### config.mk
export PLATFORM = sky130hd
export DESIGN_NAME = pidc_front
export DESIGN_NICKNAME = d
export VERILOG_FILES = /design/src/hdl/pidc_pkg.sv /design/src/hdl/pidc_front.sv
export SDC_FILE = /design/constraint.sdc
export NUM_CORES = 1
export LEC_CHECK = 0
export ABC_CLOCK_PERIOD_IN_PS = 2600
export BUFFER_PORTS_ARGS = -buffer_cell sky130_fd_sc_hd__buf_2
export CAP_MARGIN = 20
export CORE_AREA = 2 2 86 88
export DETAILED_ROUTE_END_ITERATION = 6
export DIE_AREA = 0 0 88 90
export PLACE_DENSITY = 0.77
export SLEW_MARGIN = 20
export SYNTH_ARGS = -nofsm -noshare
export SYNTH_HDL_FRONTEND = slang
export SYNTH_SLANG_ARGS = --single-unit
export TNS_END_PERCENT = 1
### constraint.sdc
create_clock -name clk_i -period 2.6 [get_ports clk_i]
set_clock_uncertainty 0.1 [all_clocks]
set_input_delay 0.26 -clock clk_i [delete_from_list [all_inputs] [get_ports clk_i]]
set_output_delay 0.26 -clock clk_i [all_outputs]
set_load 0.01 [all_outputs]
### src/hdl/pidc_pkg.sv
package pidc_pkg;

  localparam int unsigned DATA_WIDTH     = 16;
  localparam int unsigned GAIN_WIDTH     = 16;
  localparam int unsigned ACCUM_WIDTH    = 32;
  localparam int unsigned CFG_DATA_WIDTH = 32;
  localparam int unsigned CFG_IDX_WIDTH  = 3;
  localparam int unsigned FRAC_BITS      = 8;

  localparam logic signed [ACCUM_WIDTH-1:0] ACCUM_LIMIT_DEFAULT = 32'sh0000_ffff;
  localparam logic signed [DATA_WIDTH-1:0]  DRIVE_LIMIT_DEFAULT =
      {1'b0, {(DATA_WIDTH-1){1'b1}}};

  typedef enum logic [CFG_IDX_WIDTH-1:0] {
    CFG_ENABLE    = 3'd0,
    CFG_KP_GAIN   = 3'd1,
    CFG_KI_GAIN   = 3'd2,
    CFG_KD_GAIN   = 3'd3,
    CFG_ACCUM_MIN = 3'd4,
    CFG_ACCUM_MAX = 3'd5,
    CFG_DRIVE_MIN = 3'd6,
    CFG_DRIVE_MAX = 3'd7
  } cfg_idx_e;

  typedef struct packed {
    logic signed [DATA_WIDTH-1:0] setpoint_value;
    logic signed [DATA_WIDTH-1:0] measured_value;
  } pid_in_t;

  typedef struct packed {
    logic signed [DATA_WIDTH-1:0] drive_value;
    logic                         saturated;
  } pid_out_t;

  typedef struct packed {
    logic                          enable;
    logic [GAIN_WIDTH-1:0]         kp_gain;
    logic [GAIN_WIDTH-1:0]         ki_gain;
    logic [GAIN_WIDTH-1:0]         kd_gain;
    logic signed [ACCUM_WIDTH-1:0] accum_min;
    logic signed [ACCUM_WIDTH-1:0] accum_max;
    logic signed [DATA_WIDTH-1:0]  drive_min;
    logic signed [DATA_WIDTH-1:0]  drive_max;
  } cfg_t;

  // Side effects of register writes on controller state.
  typedef struct packed {
    logic enable_rise;
    logic accum_clamp;
    logic drive_clamp;
  } cfg_evt_t;

  // One classified sample on its way from front to back.
  typedef struct packed {
    logic                       hold;
    logic signed [DATA_WIDTH:0] err;
    logic signed [DATA_WIDTH:0] dmeas;
  } op_t;

endpackage

### src/hdl/pidc_front.sv
module pidc_front (
  input  logic               clk_i,
  input  logic               rst_ni,
  input  pidc_pkg::cfg_t     cfg_i,
  input  pidc_pkg::cfg_evt_t evt_i,
  input  logic               push_i,
  output logic               full_o,
  input  pidc_pkg::pid_in_t  in_data_i,
  output logic               op_push_o,
  output pidc_pkg::op_t      op_o,
  input  logic               op_full_i
);

  import pidc_pkg::*;

  logic signed [DATA_WIDTH-1:0] prev_q, prev_d;
  logic                         first_q, first_d;
  logic signed [DATA_WIDTH:0]   sp_x, meas_x, prev_x;
  logic                         accept;

  assign full_o    = op_full_i;
  assign accept    = push_i && !op_full_i;
  assign op_push_o = accept;

  assign sp_x   = (DATA_WIDTH+1)'(in_data_i.setpoint_value);
  assign meas_x = (DATA_WIDTH+1)'(in_data_i.measured_value);
  assign prev_x = (DATA_WIDTH+1)'(prev_q);

  always_comb begin
    op_o.hold  = !cfg_i.enable;
    op_o.err   = sp_x - meas_x;
    // first enabled sample has no derivative
    op_o.dmeas = first_q ? '0 : (meas_x - prev_x);

    prev_d  = prev_q;
    first_d = first_q;
    if (accept && cfg_i.enable) begin
      prev_d  = in_data_i.measured_value;
      first_d = 1'b0;
    end
    if (evt_i.enable_rise) begin
      first_d = 1'b1;
    end
  end

  always_ff @(posedge clk_i or negedge rst_ni) begin
    if (!rst_ni) begin
      prev_q  <= '0;
      first_q <= 1'b1;
    end else begin
      prev_q  <= prev_d;
      first_q <= first_d;
    end
  end

endmodule

==> results.json <==
{
  "synthesis.area_um2": 2525,
  "diodes": 0,
  "nFillCells": 668,
  "drive_above_1_share": 0.3443,
  "htreeDepth": 1,
  "ff_latch_area_um2": 426.7,
  "fin_crit_sh": 1.024,
  "power.leakage_nw": 1.678,
  "grt-ovfl-total": 0,
  "synthDistinctLibCells": 57,
  "row_count": 31,
  "fin_ws_ns": -0.06203,
  "cp.arrival_ns": 2.30,
  "root_buffer": "clkbuf_8",
  "status": "complete, but fails checks",
  "violations": "negative setup slack",
  "tightest_slew_ns": 0.9304,
  "p_per_area_nw_per_um2": 484.3,
  "wl_per_cell_um": 15.08,
  "die_x_um": 88,
  "synth_nets": 555,
  "min_path_type": "in2reg",
  "finalSetupViolations": 4,
  "worst_ir_drop_vdd_uv": 208.0,
  "drt_iter0_drc": 149,
  "critPathKind": "reg2out",
  "fmax_mhz": 375.7,
  "drc_errors": 0,
  "yosys_most_used_dff": "dfrtp_1",
  "p_comb_frac": 0.675,
  "maxCapViolCount": 0,
  "dieArea_um2": 7920,
  "final.setup.tns_ns": -0.1042,
  "routed_via_density": 5.375,
  "ys_ff_latch": 17,
  "cp-startpoint": "prev_q[13]",
  "nets": 646,
  "synth_largest_area_cell": "dfrtp_1",
  "min_from": "evt_i[2]",
  "start_util": 0.3597,
  "io_buffers": 74,
  "holdWs_ns": 0.08239,
  "synth_edf_count": 0,
  "clock_sinks": 17,
  "hpwl_mm": 6.059,
  "net-switching-power_uw": 729.6,
  "slew_viol_final": 0,
  "swShare": 0.4347,
  "drt-pass1-iter-count": 5,
  "synth_seq_area_share": 0.1690,
  "grt_pass1_vias": 2683,
  "start_kind": "flip-flop",
  "ant_nets": 0,
  "grt_pass1_wl_mm": 12.32,
  "insertion_delay_ns": 0.26,
  "min_period_ns": 2.662,
  "track_usage": 0.1899,
  "syn_to_final_growth_pct": 37.26,
  "die_y_um": 90,
  "clockBufferDepth": 2,
  "via_count": 2827,
  "synth.top_cell.area_share": 0.1586,
  "maxSlewHeadroom": 0.3783,
  "final_hold_viol_count": 0,
  "p_clk_frac": 0.125,
  "seqPwrFrac": 0.200,
  "antenna_found_initial": 0,
  "synth_area_leaders": "dfrtp_1 (16%), ha_1 (16%), inv_1 (5.9%)",
  "p_int_uw": 948.9,
  "cts_buffers": 3,
  "core_um2": 7020,
  "finalPower_mw": 1.678,
  "routed_wl_mm": 7.932,
  "synthCells": 337,
  "reg2reg_from": "first_q",
  "cts_tree": "built",
  "path_clk_slew_ns": 0.07,
  "rsz0062_at_grt": "yes",
  "cp_max_fo": 5,
  "end_kind": "output pin",
  "syn_avg_cell_area_um2": 7.492,
  "multi_input_area_um2": 2163,
  "pre_cts_ws_ns": 0.07387,
  "place_congestion": 0.9370,
  "synth.yosys.warnings": 0,
  "io_pins": 221,
  "crit_required_ns": 2.24,
  "grt_max_degree": 34,
  "ys_async_sr_fraction": 1.000
}
==> cell usage after synthesis, types with 3 or more instances <==
library cell / count
or3_1: 3
nor2b_1: 15
nand3_1: 3
nand2_1: 36
a21oi_2: 3
a31oi_1: 5
ha_1: 32
nand2b_1: 4
nor2_1: 24
xnor2_1: 8
a21oi_1: 20
mux2_2: 4
inv_1: 40
clkbuf_1: 5
and3_1: 4
nor3_1: 13
xor2_1: 4
dfrtp_1: 16
o21a_1: 14
o31a_1: 3
o21ai_0: 25
o211ai_1: 5
a21o_1: 11
==> per-layer routing <==
metal	up-vias	track usage	share of wire
met1	1310	0.2589	0.44
met2	117	0.2955	0.45
li1	1378	-	-
met3	22	0.04591	0.082
met5	-	0	0
met4	0	0.05513	0.026
==> critical path, cell delays in order, from the launching register on <==
cell,delay (ns)
dfrtp_1,0.40
inv_2,0.07
ha_4,0.21
and2_4,0.18
and3_1,0.19
a221o_1,0.34
a41oi_2,0.21
mux2_4,0.33
buf_6,0.12
==> registers in the layout (all words and copies together), names as in the netlist <==
name and flops:
first_q 1, prev_q 16
==> placed cells by master, fill, tap and decap left out, types with 2 or more instances in the layout <==
cell type	Yosys	layout
o21ai_0	25	23
a41oi_2	0	2
o31a_1	3	3
nor3_2	1	4
or2_2	2	2
xnor2_1	8	8
xor2_1	4	4
nor2_1	24	24
clkbuf_8	0	3
and3_1	4	4
inv_1	40	38
inv_2	0	2
buf_6	1	5
mux2_4	0	3
buf_4	1	18
nand3_1	3	3
o21a_1	14	14
ha_4	0	9
ha_2	0	2
or3_1	3	2
a21oi_1	20	17
a21oi_4	0	2
o211ai_1	5	5
buf_2	1	71
nor3_1	13	9
a31oi_1	5	3
nor2b_1	15	14
nand2_1	36	35
a31oi_2	0	2
a21o_1	11	11
a21oi_2	3	4
nand2b_1	4	4
mux2_2	4	2
a221o_1	2	2
o21bai_1	2	2
dfrtp_1	16	16
ha_1	32	21
==> logic make-up (layout without fill, tap and decap cells) <==
group / Yosys count / in the layout / synth area share
adder cells (fa/ha/maj): 34 / 34 / 0.1744
AND/OR/NAND/NOR: 112 / 112 / 0.2175
flip-flops: 17 / 17 / 0.1690
AO/OA/AOI/OAI: 107 / 107 / 0.2929
XOR/XNOR: 12 / 12 / 0.04163
multiplexers: 6 / 6 / 0.02626
buffers and inverters: 49 / 139 / 0.07829
==> power groups by stage <==
stage                     clock (mW)  combinational [mW]  sequential, mW
after floorplan                    0               0.639           0.327
after global placement             0               0.887           0.336
final                          0.210                1.13           0.335
after CTS                      0.215               0.988           0.332
after global routing           0.225                1.23           0.340
after detailed placement           0               0.909           0.338
==> area by class of cell <==
class | instances | area share
Clock buffer | 4 | 0.01300
Tap cell | 99 | 0.03574
Inverter | 40 | 0.04332
Sequential cell | 17 | 0.1231
Multi-Input combinational cell | 271 | 0.6242
Timing Repair Buffer | 95 | 0.1607
==> path summary, 6_finish.rpt <==
kind	endpoint	slack (ns)	cells after the start
worst max-delay path	op_o[15]	-0.06	8
worst min-delay path	first_q	0.08	2
worst max register to register	first_q	1.43	1
worst min register to register	prev_q[15]	0.38	2
max in group asynchronous	first_q	1.71	2
min in group asynchronous	prev_q[14]	0.37	2
==> what timing repair did <==
item                                    in CTS  in global routing
hold buffers                                 1                  0
resized for setup                           22                 31
buffers inserted                             2                  6
pin swaps                                    6                 10
endpoints found under the setup margin       8                 13
endpoints found under the hold margin       16                  0
==> metrics by stage <==
stage	utilization	std cells	area [um^2]
4_1_cts	0.4627	520	3248
6_report	0.4937	526	3466
3_3_place_gp	0.4361	513	3062
2_1_floorplan	-	337	2525
5_1_grt	0.4937	526	3466
3_5_place_dp	0.4361	513	3062
Note: power is estimated with default switching activity, not from simulation.
