===== src/hdl/pidc_fifo.sv =====
module pidc_fifo #(
  parameter int unsigned WIDTH = 1,
  parameter int unsigned DEPTH = 2
) (
  input  logic             clk_i,
  input  logic             rst_ni,
  input  logic             push_i,
  input  logic [WIDTH-1:0] data_i,
  output logic             full_o,
  input  logic             pop_i,
  output logic [WIDTH-1:0] data_o,
  output logic             empty_o
);

  localparam int unsigned PTR_W = (DEPTH > 1) ? $clog2(DEPTH) : 1;
  localparam int unsigned CNT_W = $clog2(DEPTH + 1);

  logic [WIDTH-1:0] mem_q [DEPTH];
  logic [PTR_W-1:0] wr_ptr_q, wr_ptr_d, rd_ptr_q, rd_ptr_d;
  logic [CNT_W-1:0] count_q, count_d;
  logic             do_push, do_pop;

  assign full_o  = (count_q == CNT_W'(DEPTH));
  assign empty_o = (count_q == '0);
  assign do_push = push_i && !full_o;
  assign do_pop  = pop_i && !empty_o;
  assign data_o  = mem_q[rd_ptr_q];

  always_comb begin
    wr_ptr_d = wr_ptr_q;
    rd_ptr_d = rd_ptr_q;
    count_d  = count_q;
    if (do_push) begin
      wr_ptr_d = (wr_ptr_q == PTR_W'(DEPTH - 1)) ? '0 : wr_ptr_q + PTR_W'(1);
    end
    if (do_pop) begin
      rd_ptr_d = (rd_ptr_q == PTR_W'(DEPTH - 1)) ? '0 : rd_ptr_q + PTR_W'(1);
    end
    if (do_push && !do_pop) begin
      count_d = count_q + CNT_W'(1);
    end else if (do_pop && !do_push) begin
      count_d = count_q - CNT_W'(1);
    end
  end

  always_ff @(posedge clk_i or negedge rst_ni) begin
    if (!rst_ni) begin
      wr_ptr_q <= '0;
      rd_ptr_q <= '0;
      count_q  <= '0;
    end else begin
      wr_ptr_q <= wr_ptr_d;
      rd_ptr_q <= rd_ptr_d;
      count_q  <= count_d;
    end
  end

  always_ff @(posedge clk_i) begin
    if (do_push) begin
      mem_q[wr_ptr_q] <= data_i;
    end
  end

endmodule


===== config.mk =====
export PLATFORM = sky130hd
export DESIGN_NAME = pidc_fifo
export DESIGN_NICKNAME = d
export VERILOG_FILES = /design/src/hdl/pidc_fifo.sv
export SDC_FILE = /design/constraint.sdc
export NUM_CORES = 1
export LEC_CHECK = 0
export BUFFER_PORTS_ARGS = -buffer_cell sky130_fd_sc_hd__buf_2
export CAP_MARGIN = 5
export CORE_AREA = 4 4 41 43
export CTS_BUF_LIST = sky130_fd_sc_hd__clkbuf_16
export DETAILED_ROUTE_END_ITERATION = 6
export DIE_AREA = 0 0 45 47
export GPL_ROUTABILITY_DRIVEN = 0
export PLACE_DENSITY = 0.36
export SETUP_SLACK_MARGIN = 0.02
export SLEW_MARGIN = 10
export SYNTH_ARGS = -nofsm -noshare
export SYNTH_HDL_FRONTEND = slang
export SYNTH_SLANG_ARGS = --single-unit

===== constraint.sdc =====
create_clock -name clk_i -period 1.7 [get_ports clk_i]
set_clock_uncertainty 0.05 [all_clocks]
set_input_delay 0.425 -clock clk_i [delete_from_list [all_inputs] [get_ports clk_i]]
set_output_delay 0.425 -clock clk_i [all_outputs]
set_load 0.02 [all_outputs]

==> metrics.yaml, run 1 <==
clock_path_buffers: 2
synth_top_flop_cell: "dfrtp_1"
period_needed_ps: 1563
final_hold_viol_count: 0
finalSetupViolations: 0
ioPinCount: 8
tns_ps: 0
arrival_ps: 1090
status: "completed"
clk_latency_ps: 230
cp_slowest_stage_delay_ps: 370
path_clk_slew_ps: 30
synth.most_common_cell: "dfrtp_1"
end_kind: "primary output"
cts_resized: 0
grt_pass1_vias: 177
timing.fmax_ghz: 0.6397
postRouteAntennaNets: 0
place_hpwl_um: 367.6
ctsRootBufferMaster: "clkbuf_16"
cpMaxStageDelayCell: "dfrtp_1"
synth_fp_nets: 28
path_class: "register to primary output"
dr.pass1.iters: 2
dpl_cell_area_um2: 321.6
drcViolationCount: 0
synth_enable_flop_cells: 2
max_slew_margin_pct: 85.40
drt_iter0_drc: 1
grt_util_all_layers_pct: 6.751
yosys.cell_types.count: 12
yosysWarnings: 0
synth_top_area_cell: "dfrtp_1"
path_max_fanout: 2
antenna_found_initial: 0
fin_crit_sh_pct: 91.95
rsz0062_at_grt: "no"
gr-total-overflow: 0
drive_gt1_share_pct: 33.33
synth_area_um2: 267.8
coreArea_mm2: 0.001301
grt_pass1_wl_um: 779
path_cells: "mux2_2 > buf_2"
areaGrowthSynthToFinish_pct: 51.87
synth_commonest_cells: "dfrtp_1, nor2_1, xnor2_1"
diodes: 0
die_w_um: 45
clock_sinks: 6
nets: 41
crit_family: "flip-flops"
detail_route.wl_per_cell_um: 10.67
syn_area_per_cell_um2: 12.17
maxCapViolations: 0
cp_data_required_time_ps: 1220
routed_wl_um: 512
power.density_mw_per_mm2: 2274
cts_max_level: 1
slew_viol_final: 0
vias_per_cell: 3.875
vias: 186
cts_tree: "yes"
die_height_um: 47
min_path_type: "primary input to register"
ys_ff_latch: 6
port_buffers: 7
dieArea_mm2: 0.002115
synthTopCellsByArea: "dfrtp_1, edfxtp_1, xnor2_1"
row_count: 13
cts_made_buffers: 3
synth_top_cell_area_share_pct: 37.38
final_area_um2: 406.6
async_reset_ff_share_pct: 66.67
setup.worst_path.start_class: "register"
initial_core_util_pct: 20.58
worst_slew_pin_slew_ps: 217.5
grt_max_degree: 6
synthCells: 22
ir_worst_vdd_uv: 894.5
power_leakage_nw: 0.1961
yosysSeqAreaShare_pct: 59.81
worst-path-buf-inv: 1
[worst register-to-register path, delay by kind of cell (launching register included)]
| kind | cells | cell delay [ps] |
|---|---|---|
| xor gates and xnor gates | 1 | 150 |
| adders and majority gates | 1 | 300 |
| buffers and inverters | 1 | 50 |
| DFF | 1 | 420 |
| and+or+nand+nor | 3 | 470 |
[cells in the final DEF, fill, tap and decap left out, types with 2 or more instances in the layout]
cell / count
dfrtp_1: 4
edfxtp_1: 2
xnor2_1: 3
buf_2: 7
nor2_1: 3
inv_1: 2
xor2_1: 2
clkbuf_16: 3
[cells by family (layout without fill, tap and decap cells)]
| logic type | after synthesis | after routing | share of synthesized area, % |
|---|---|---|---|
| and+or+nand+nor | 6 | 6 | 10.28 |
| DFF | 6 | 6 | 59.82 |
| buffers and inverters | 2 | 13 | 2.805 |
| adders and majority gates | 1 | 1 | 4.672 |
| xor gates and xnor gates | 5 | 5 | 16.36 |
| muxes | 1 | 1 | 4.205 |
| AOI/OAI and AO/OA | 1 | 1 | 1.867 |
[power breakdown]
group | internal, W | switching, W
combinational | 0.000130 | 0.000141
sequential | 0.000218 | 0.0000574
clock | 0.000302 | 0.0000776
total | 0.000649 | 0.000276
[sequential cells by signal, indices dropped and copies added (netlist names)]
signal and count:
count_q 2, mem_q 2, wr_ptr_q 1, rd_ptr_q 1
[final cells by class]
type / instances / area (µm²)
fillers: 141 / 894.6
multi-input cells: 14 / 100.1
clock buffers: 3 / 75.07
flip-flops and latches: 6 / 160.2
well taps: 15 / 18.77
inverters: 2 / 7.507
repair buffers: 8 / 45.04
[what timing repair did]
action                     CTS  global route
hold endpoints to repair     4             0
hold buffers                 1             0
setup endpoints to repair    0             0
setup buffers                0             0
[layer usage]
| metal | vias to the layer above | global-route usage (%) | part of all wire (%) |
|---|---|---|---|
| li1 | 93 | - | - |
| met1 | 83 | 6.005 | 39 |
| met2 | 6 | 7.345 | 44 |
| met3 | 4 | 6.897 | 11 |
| met4 | 0 | 8.772 | 5.7 |
| met5 | - | 0 | 0 |
[path summary, 6_finish.rpt]
kind / startpoint / end / slack, ps / cells past startpoint
setup / recovery: rd_ptr_q$_DFFE_PN0P_ / data_o / 140 / 2
hold / removal: data_i / mem_q[0]$_DFFE_PP_ / 340 / 1
setup reg to reg: count_q[0]$_DFFE_PN0P_ / count_q[1]$_DFFE_PN0P_ / 170 / 6
hold reg to reg: wr_ptr_q$_DFFE_PN0N_ / wr_ptr_q$_DFFE_PN0N_ / 440 / 1
max in group asynchronous: rst_ni / wr_ptr_q$_DFFE_PN0N_ / 1000 / 2
min in group asynchronous: rst_ni / rd_ptr_q$_DFFE_PN0P_ / 480 / 2
[stage by stage]
step	instances	total power, W	util (%)	worst slack [ps]	hold slack [ps]
global placement	44	0.0005410	24.71	198.1	189.1
global route	48	0.0009848	31.25	79.43	331.6
CTS	48	0.0009404	31.25	121.0	334.6
finish	48	0.0009247	31.25	136.8	336.3
floorplan	22	0.0004743	-	289.2	79.41
detailed placement	44	0.0005477	24.71	163.1	188.3
No activity file was read; power rests on OpenSTA's default activity.
==> inputs of run 2 (changes only) <==
--- a/config.mk
+++ b/config.mk
@@ -5,14 +5,16 @@
 export SDC_FILE = /design/constraint.sdc
 export NUM_CORES = 1
 export LEC_CHECK = 0
+export ABC_AREA = 1
 export BUFFER_PORTS_ARGS = -buffer_cell sky130_fd_sc_hd__buf_2
-export CAP_MARGIN = 5
+export CAP_MARGIN = 40
 export CORE_AREA = 4 4 41 43
 export CTS_BUF_LIST = sky130_fd_sc_hd__clkbuf_16
 export DETAILED_ROUTE_END_ITERATION = 6
 export DIE_AREA = 0 0 45 47
 export GPL_ROUTABILITY_DRIVEN = 0
-export PLACE_DENSITY = 0.36
+export PLACE_DENSITY = 0.39
+export REMOVE_ABC_BUFFERS = 1
 export SETUP_SLACK_MARGIN = 0.02
 export SLEW_MARGIN = 10
 export SYNTH_ARGS = -nofsm -noshare
==> run 2 against run 1 <==
Effect of this change:
- total power up 4.0%
- largest cell class unchanged
- highest routed layer unchanged
- critical path type unchanged
- global-route usage up 0.33 points
- cell count up 33%
- critical path depth unchanged
- fmax up 4.6%
==> metrics.yaml, run 2 <==
synth.most_common_cell: "nand2_1"
setup.worst_path.start_class: "register"
crit_family: "flip-flops"
post-place-ws_ps: 273.7
synth_top_area_cell: "dfrtp_1"
antenna_found_initial: 0
cts_made_buffers: 3
ctsRootBufferMaster: "clkbuf_16"
synth_enable_flop_cells: 2
gr-total-overflow: 0
fin_crit_sh_pct: 87.89
min_path_cells: 1
cp_data_required_time_ps: 1220
synth_top_flop_cell: "dfrtp_1"
syn_area_per_cell_um2: 8.251
dpl_cell_area_um2: 359.1
reg2reg_slack_ps: 280
min_from: "data_i"
power_leakage_nw: 0.2437
vias: 254
ir_worst_vdd_uv: 540.3
dp.cells: 59
ioPinCount: 8
async_reset_ff_share_pct: 66.67
synth_top_cell_area_share_pct: 32.79
final_cell_mix: "nand2_1, inv_1, buf_2"
clk_latency_ps: 230
grt_pass1_wl_um: 986
arrival_ps: 1020
coreArea_mm2: 0.001301
path_class: "register to primary output"
cts_resized: 0
clock_path_buffers: 2
cts_setup_buffers: 0
status: "completed"
p_total_w: 0.0009621
path_max_fanout: 7
grt_max_degree: 8
top_regs: "count_q: 2 flops, mem_q: 2 flops"
worst-path-buf-inv: 1
grt_pass1_vias: 244
cts_tree: "yes"
worstReg2RegEnd: "count_q[1]$_DFFE_PN0P_"
drcViolationCount: 0
setup_slack_ps: 205.8
tns_ps: 0
nets: 56
min_path_type: "primary input to register"
synth_area_um2: 305.3
power.density_mw_per_mm2: 2148
dieArea_mm2: 0.002115
rsz0062_at_grt: "no"
postRouteAntennaNets: 0
cp_slowest_stage_delay_ps: 440
final_hold_viol_count: 0
routed_wl_um: 553
synth_commonest_cells: "nand2_1, inv_1, dfrtp_1"
dr.pass1.iters: 3
min_to: "mem_q[0]$_DFFE_PP_"
yosys.cell_types.count: 12
final_area_um2: 447.9
die_w_um: 45
synthTopCellsByArea: "dfrtp_1, edfxtp_1, nand2_1"
initial_core_util_pct: 23.46
path_clk_slew_ps: 30
rr_startpoint: "count_q[0]$_DFFE_PN0P_"
reg2reg_depth: 6
maxCapViolations: 0
areaGrowthSynthToFinish_pct: 46.72
path_cells: "nor2_2 > buf_2"
yosysWarnings: 0
worst_slew_pin_slew_ps: 255.0
place_hpwl_um: 440
cpMaxStageDelayCell: "dfrtp_1"
end_kind: "primary output"
diodes: 0
grt_util_all_layers_pct: 7.086
detail_route.wl_per_cell_um: 8.641
max_slew_margin_pct: 82.82
finalSetupViolations: 0
yosysSeqAreaShare_pct: 52.46
die_height_um: 47
row_count: 13
stdcell_count: 64
drt_iter0_drc: 6
synthCells: 37
timing.fmax_ghz: 0.6693
cts_max_level: 1
drive_gt1_share_pct: 24.49
ys_ff_latch: 6
vias_per_cell: 3.969
final_common_cell: "nand2_1"
port_buffers: 7
period_needed_ps: 1494
clock_sinks: 6
slew_viol_final: 0
run 2: cell types whose count changed in the layout (fill, tap and decap cells not counted), moves of 2 or more:
cell / before / now
nand2_1: 1 / 12
inv_1: 2 / 9
nor2_2: 0 / 2
o21ai_0: 0 / 2
xnor2_1: 3 / 1
xor2_1: 2 / 0
run 2: report_power, final:
group          switching, W  internal (W)
Sequential        0.0000513      0.000214
Combinational      0.000191      0.000120
Clock             0.0000805      0.000305
Total              0.000323      0.000639
run 2: cell families after synthesis:
family | after synthesis | share of synthesized area (%)
flip-flops | 6 | 52.46
AND/OR/NAND/NOR | 19 | 27.46
buffers and inverters | 8 | 9.836
adder cells (fa/ha/maj) | 1 | 4.098
XOR/XNOR | 1 | 2.869
AO/OA/AOI/OAI | 2 | 3.279
run 2: repair_timing:
action / 4_1_cts / 5_1_grt
endpoints found under the hold margin: 4 / 0
hold buffers: 1 / 0
endpoints found under the setup margin: 0 / 0
run 2: worst max path at each step:
| stage | from | endpoint | slack [ps] | cells after the start |
|---|---|---|---|---|
| 4_1_cts | count_q[0]$_DFFE_PN0P_ | full_o | 210 | 2 |
| 2_1_floorplan | count_q[0]$_DFFE_PN0P_ | count_q[1]$_DFFE_PN0P_ | 250 | 7 |
| 5_1_grt | count_q[0]$_DFFE_PN0P_ | count_q[1]$_DFFE_PN0P_ | 70 | 6 |
| 3_3_place_gp | count_q[0]$_DFFE_PN0P_ | count_q[1]$_DFFE_PN0P_ | 280 | 6 |
| 3_5_place_dp | count_q[0]$_DFFE_PN0P_ | count_q[1]$_DFFE_PN0P_ | 270 | 6 |
| 6_report | count_q[0]$_DFFE_PN0P_ | full_o | 210 | 2 |
run 2: layer usage:
layer	global-route usage [%]	wire length, µm
met4	7.018	14
met5	0	0
met2	7.627	220
met3	3.831	57
met1	9.302	260
run 2: layout make-up:
class	count	area (µm²)
fill	146	853.3
sequential	6	160.2
multi-input combinational	23	115.1
clock buffer	3	75.07
timing repair buffer	8	45.04
inverter	8	30.03
tap	15	18.77
clock inverter	1	3.754
run 2: per-stage QoR:
stage | utilization (%) | hold slack, ps
finish | 34.42 | 335.7
global route | 34.42 | 344.2
CTS | 34.42 | 330.2
detailed placement | 27.60 | 188.1
global placement | 27.60 | 191.4
floorplan | - | 79.41
==> inputs of run 3 (changes only) <==
--- a/config.mk
+++ b/config.mk
@@ -8,12 +8,14 @@
 export ABC_AREA = 1
 export BUFFER_PORTS_ARGS = -buffer_cell sky130_fd_sc_hd__buf_2
 export CAP_MARGIN = 40
+export CELL_PAD_IN_SITES_DETAIL_PLACEMENT = 1
+export CELL_PAD_IN_SITES_GLOBAL_PLACEMENT = 2
 export CORE_AREA = 4 4 41 43
 export CTS_BUF_LIST = sky130_fd_sc_hd__clkbuf_16
 export DETAILED_ROUTE_END_ITERATION = 6
 export DIE_AREA = 0 0 45 47
 export GPL_ROUTABILITY_DRIVEN = 0
-export PLACE_DENSITY = 0.39
+export PLACE_DENSITY = 0.61
 export REMOVE_ABC_BUFFERS = 1
 export SETUP_SLACK_MARGIN = 0.02
 export SLEW_MARGIN = 10
==> run 3 against run 2 <==
Effect of this change:
- global-route usage increased by 2.0 points
- sequential share of layout area unchanged
- total power increased by 1.6%
- worst hold slack got worse by 3.9 ps
- register-to-register slack got worse by 40 ps
- count of clock-buffer cells in the layout unchanged
- cell count unchanged
- wire length increased by 21%
- critical path depth unchanged
- critical endpoint unchanged
- highest routed layer unchanged
==> metrics.yaml, run 3 (same netlist as run 2, synthesis figures left out) <==
min_from: "data_i"
ir_worst_vdd_uv: 716.0
nets: 56
grt_pass1_wl_mm: 1.235
grt_max_degree: 8
postRouteAntennaNets: 0
reg2reg_slack_ps: 240
clock_sinks: 6
ctsRootBufferMaster: "clkbuf_16"
row_count: 13
clk_latency_ps: 230
diodes: 0
final_area_um2: 447.9
drcViolationCount: 0
place_hpwl_um: 525.6
grt_util_all_layers_pct: 9.048
cpMaxStageDelayCell: "dfrtp_1"
vias_per_cell: 4.109
cp_data_required_time_ps: 1220
max_slew_margin_pct: 81.13
rr_startpoint: "count_q[0]$_DFFE_PN0P_"
reg2reg_depth: 6
path_clk_slew_ps: 40
die_height_um: 47
path_max_fanout: 7
drive_gt1_share_pct: 24.49
crit_start: "count_q[0]$_DFFE_PN0P_"
vias: 263
dr.pass1.iters: 1
detail_route.wl_per_cell_um: 10.48
arrival_ps: 1040
cts_setup_buffers: 0
power_leakage_nw: 0.2437
die_w_um: 45
period_needed_ps: 1513
cts_hold_buf: 1
final_common_cell: "nand2_1"
dpl_cell_area_um2: 359.1
power.density_mw_per_mm2: 2183
p_total_w: 0.0009776
path_class: "register to primary output"
tns_ps: 0
min_path_cells: 1
areaGrowthSynthToFinish_pct: 46.72
min_to: "mem_q[0]$_DFFE_PP_"
initial_core_util_pct: 23.46
worstReg2RegEnd: "count_q[1]$_DFFE_PN0P_"
drt_iter0_drc: 0
top_regs: "count_q: 2 flops, mem_q: 2 flops"
final_cell_mix: "nand2_1, inv_1, buf_2"
maxCapViolations: 0
finalSetupViolations: 0
min_path_type: "primary input to register"
cts_tree: "yes"
slew_viol_final: 0
cts_max_level: 1
end_kind: "primary output"
final_hold_viol_count: 0
coreArea_mm2: 0.001301
grt_pass1_vias: 301
antenna_found_initial: 0
fin_crit_sh_pct: 88.99
worst_slew_pin_slew_ps: 280.1
rsz0062_at_grt: "no"
status: "completed"
gr-total-overflow: 0
routed_wl_um: 671
setup.worst_path.start_class: "register"
ioPinCount: 8
cts_made_buffers: 3
clock_path_buffers: 2
cp_slowest_stage_delay_ps: 460
path_cells: "nor2_2 > buf_2"
dieArea_mm2: 0.002115
port_buffers: 7
timing.fmax_ghz: 0.6610
cts_resized: 0
==> run 3: where the power goes <==
group | internal, W | total, W | switching, W | leakage (nW)
clock | 0.000306 | 0.000393 | 0.0000874 | 0.0423
combinational | 0.000120 | 0.000315 | 0.000195 | 0.135
sequential | 0.000214 | 0.000269 | 0.0000552 | 0.0665
total | 0.000640 | 0.000978 | 0.000337 | 0.244
==> run 3: worst max path at each step <==
| stage | cells after the start | to | slack [ps] |
|---|---|---|---|
| after CTS | 2 | full_o | 190 |
| final | 2 | full_o | 190 |
| after detailed placement | 6 | count_q[1]$_DFFE_PN0P_ | 240 |
| after floorplan | 7 | count_q[1]$_DFFE_PN0P_ | 250 |
| after global routing | 6 | count_q[1]$_DFFE_PN0P_ | 110 |
| after global placement | 6 | count_q[1]$_DFFE_PN0P_ | 260 |
==> run 3: per-layer routing <==
layer	vias to the layer above	wire length (µm)	global-route usage (%)
met3	5	57	3.448
met1	113	300	8.986
li1	135	-	-
met2	10	276	13.56
met5	-	0	0
met4	0	36	10.53
==> run 3: worst max-delay path, delay by kind of cell (launching register included) <==
family | cells | cell delay, ps
buffers and inverters | 1 | 180
AND/OR/NAND/NOR | 1 | 170
flip-flops | 1 | 460
==> run 3: metrics by stage <==
stage          hold slack, ps  setup WS (ps)  cells  util [%]
6_report                331.8          187.1     64     34.42
5_1_grt                 333.0          114.9     64     34.42
4_1_cts                 329.9          185.3     64     34.42
3_5_place_dp            195.9          237.9     59     27.60
3_3_place_gp            193.0          257.6     59     27.60
2_1_floorplan           79.41          251.0     37         -
==> run 3: cell type report <==
type	count	area, µm²
clock buffer	3	75.07
clock inverter	1	3.754
fill	168	853.3
inverter	8	30.03
multi-input combinational	23	115.1
sequential	6	160.2
tap	15	18.77
timing repair buffer	8	45.04
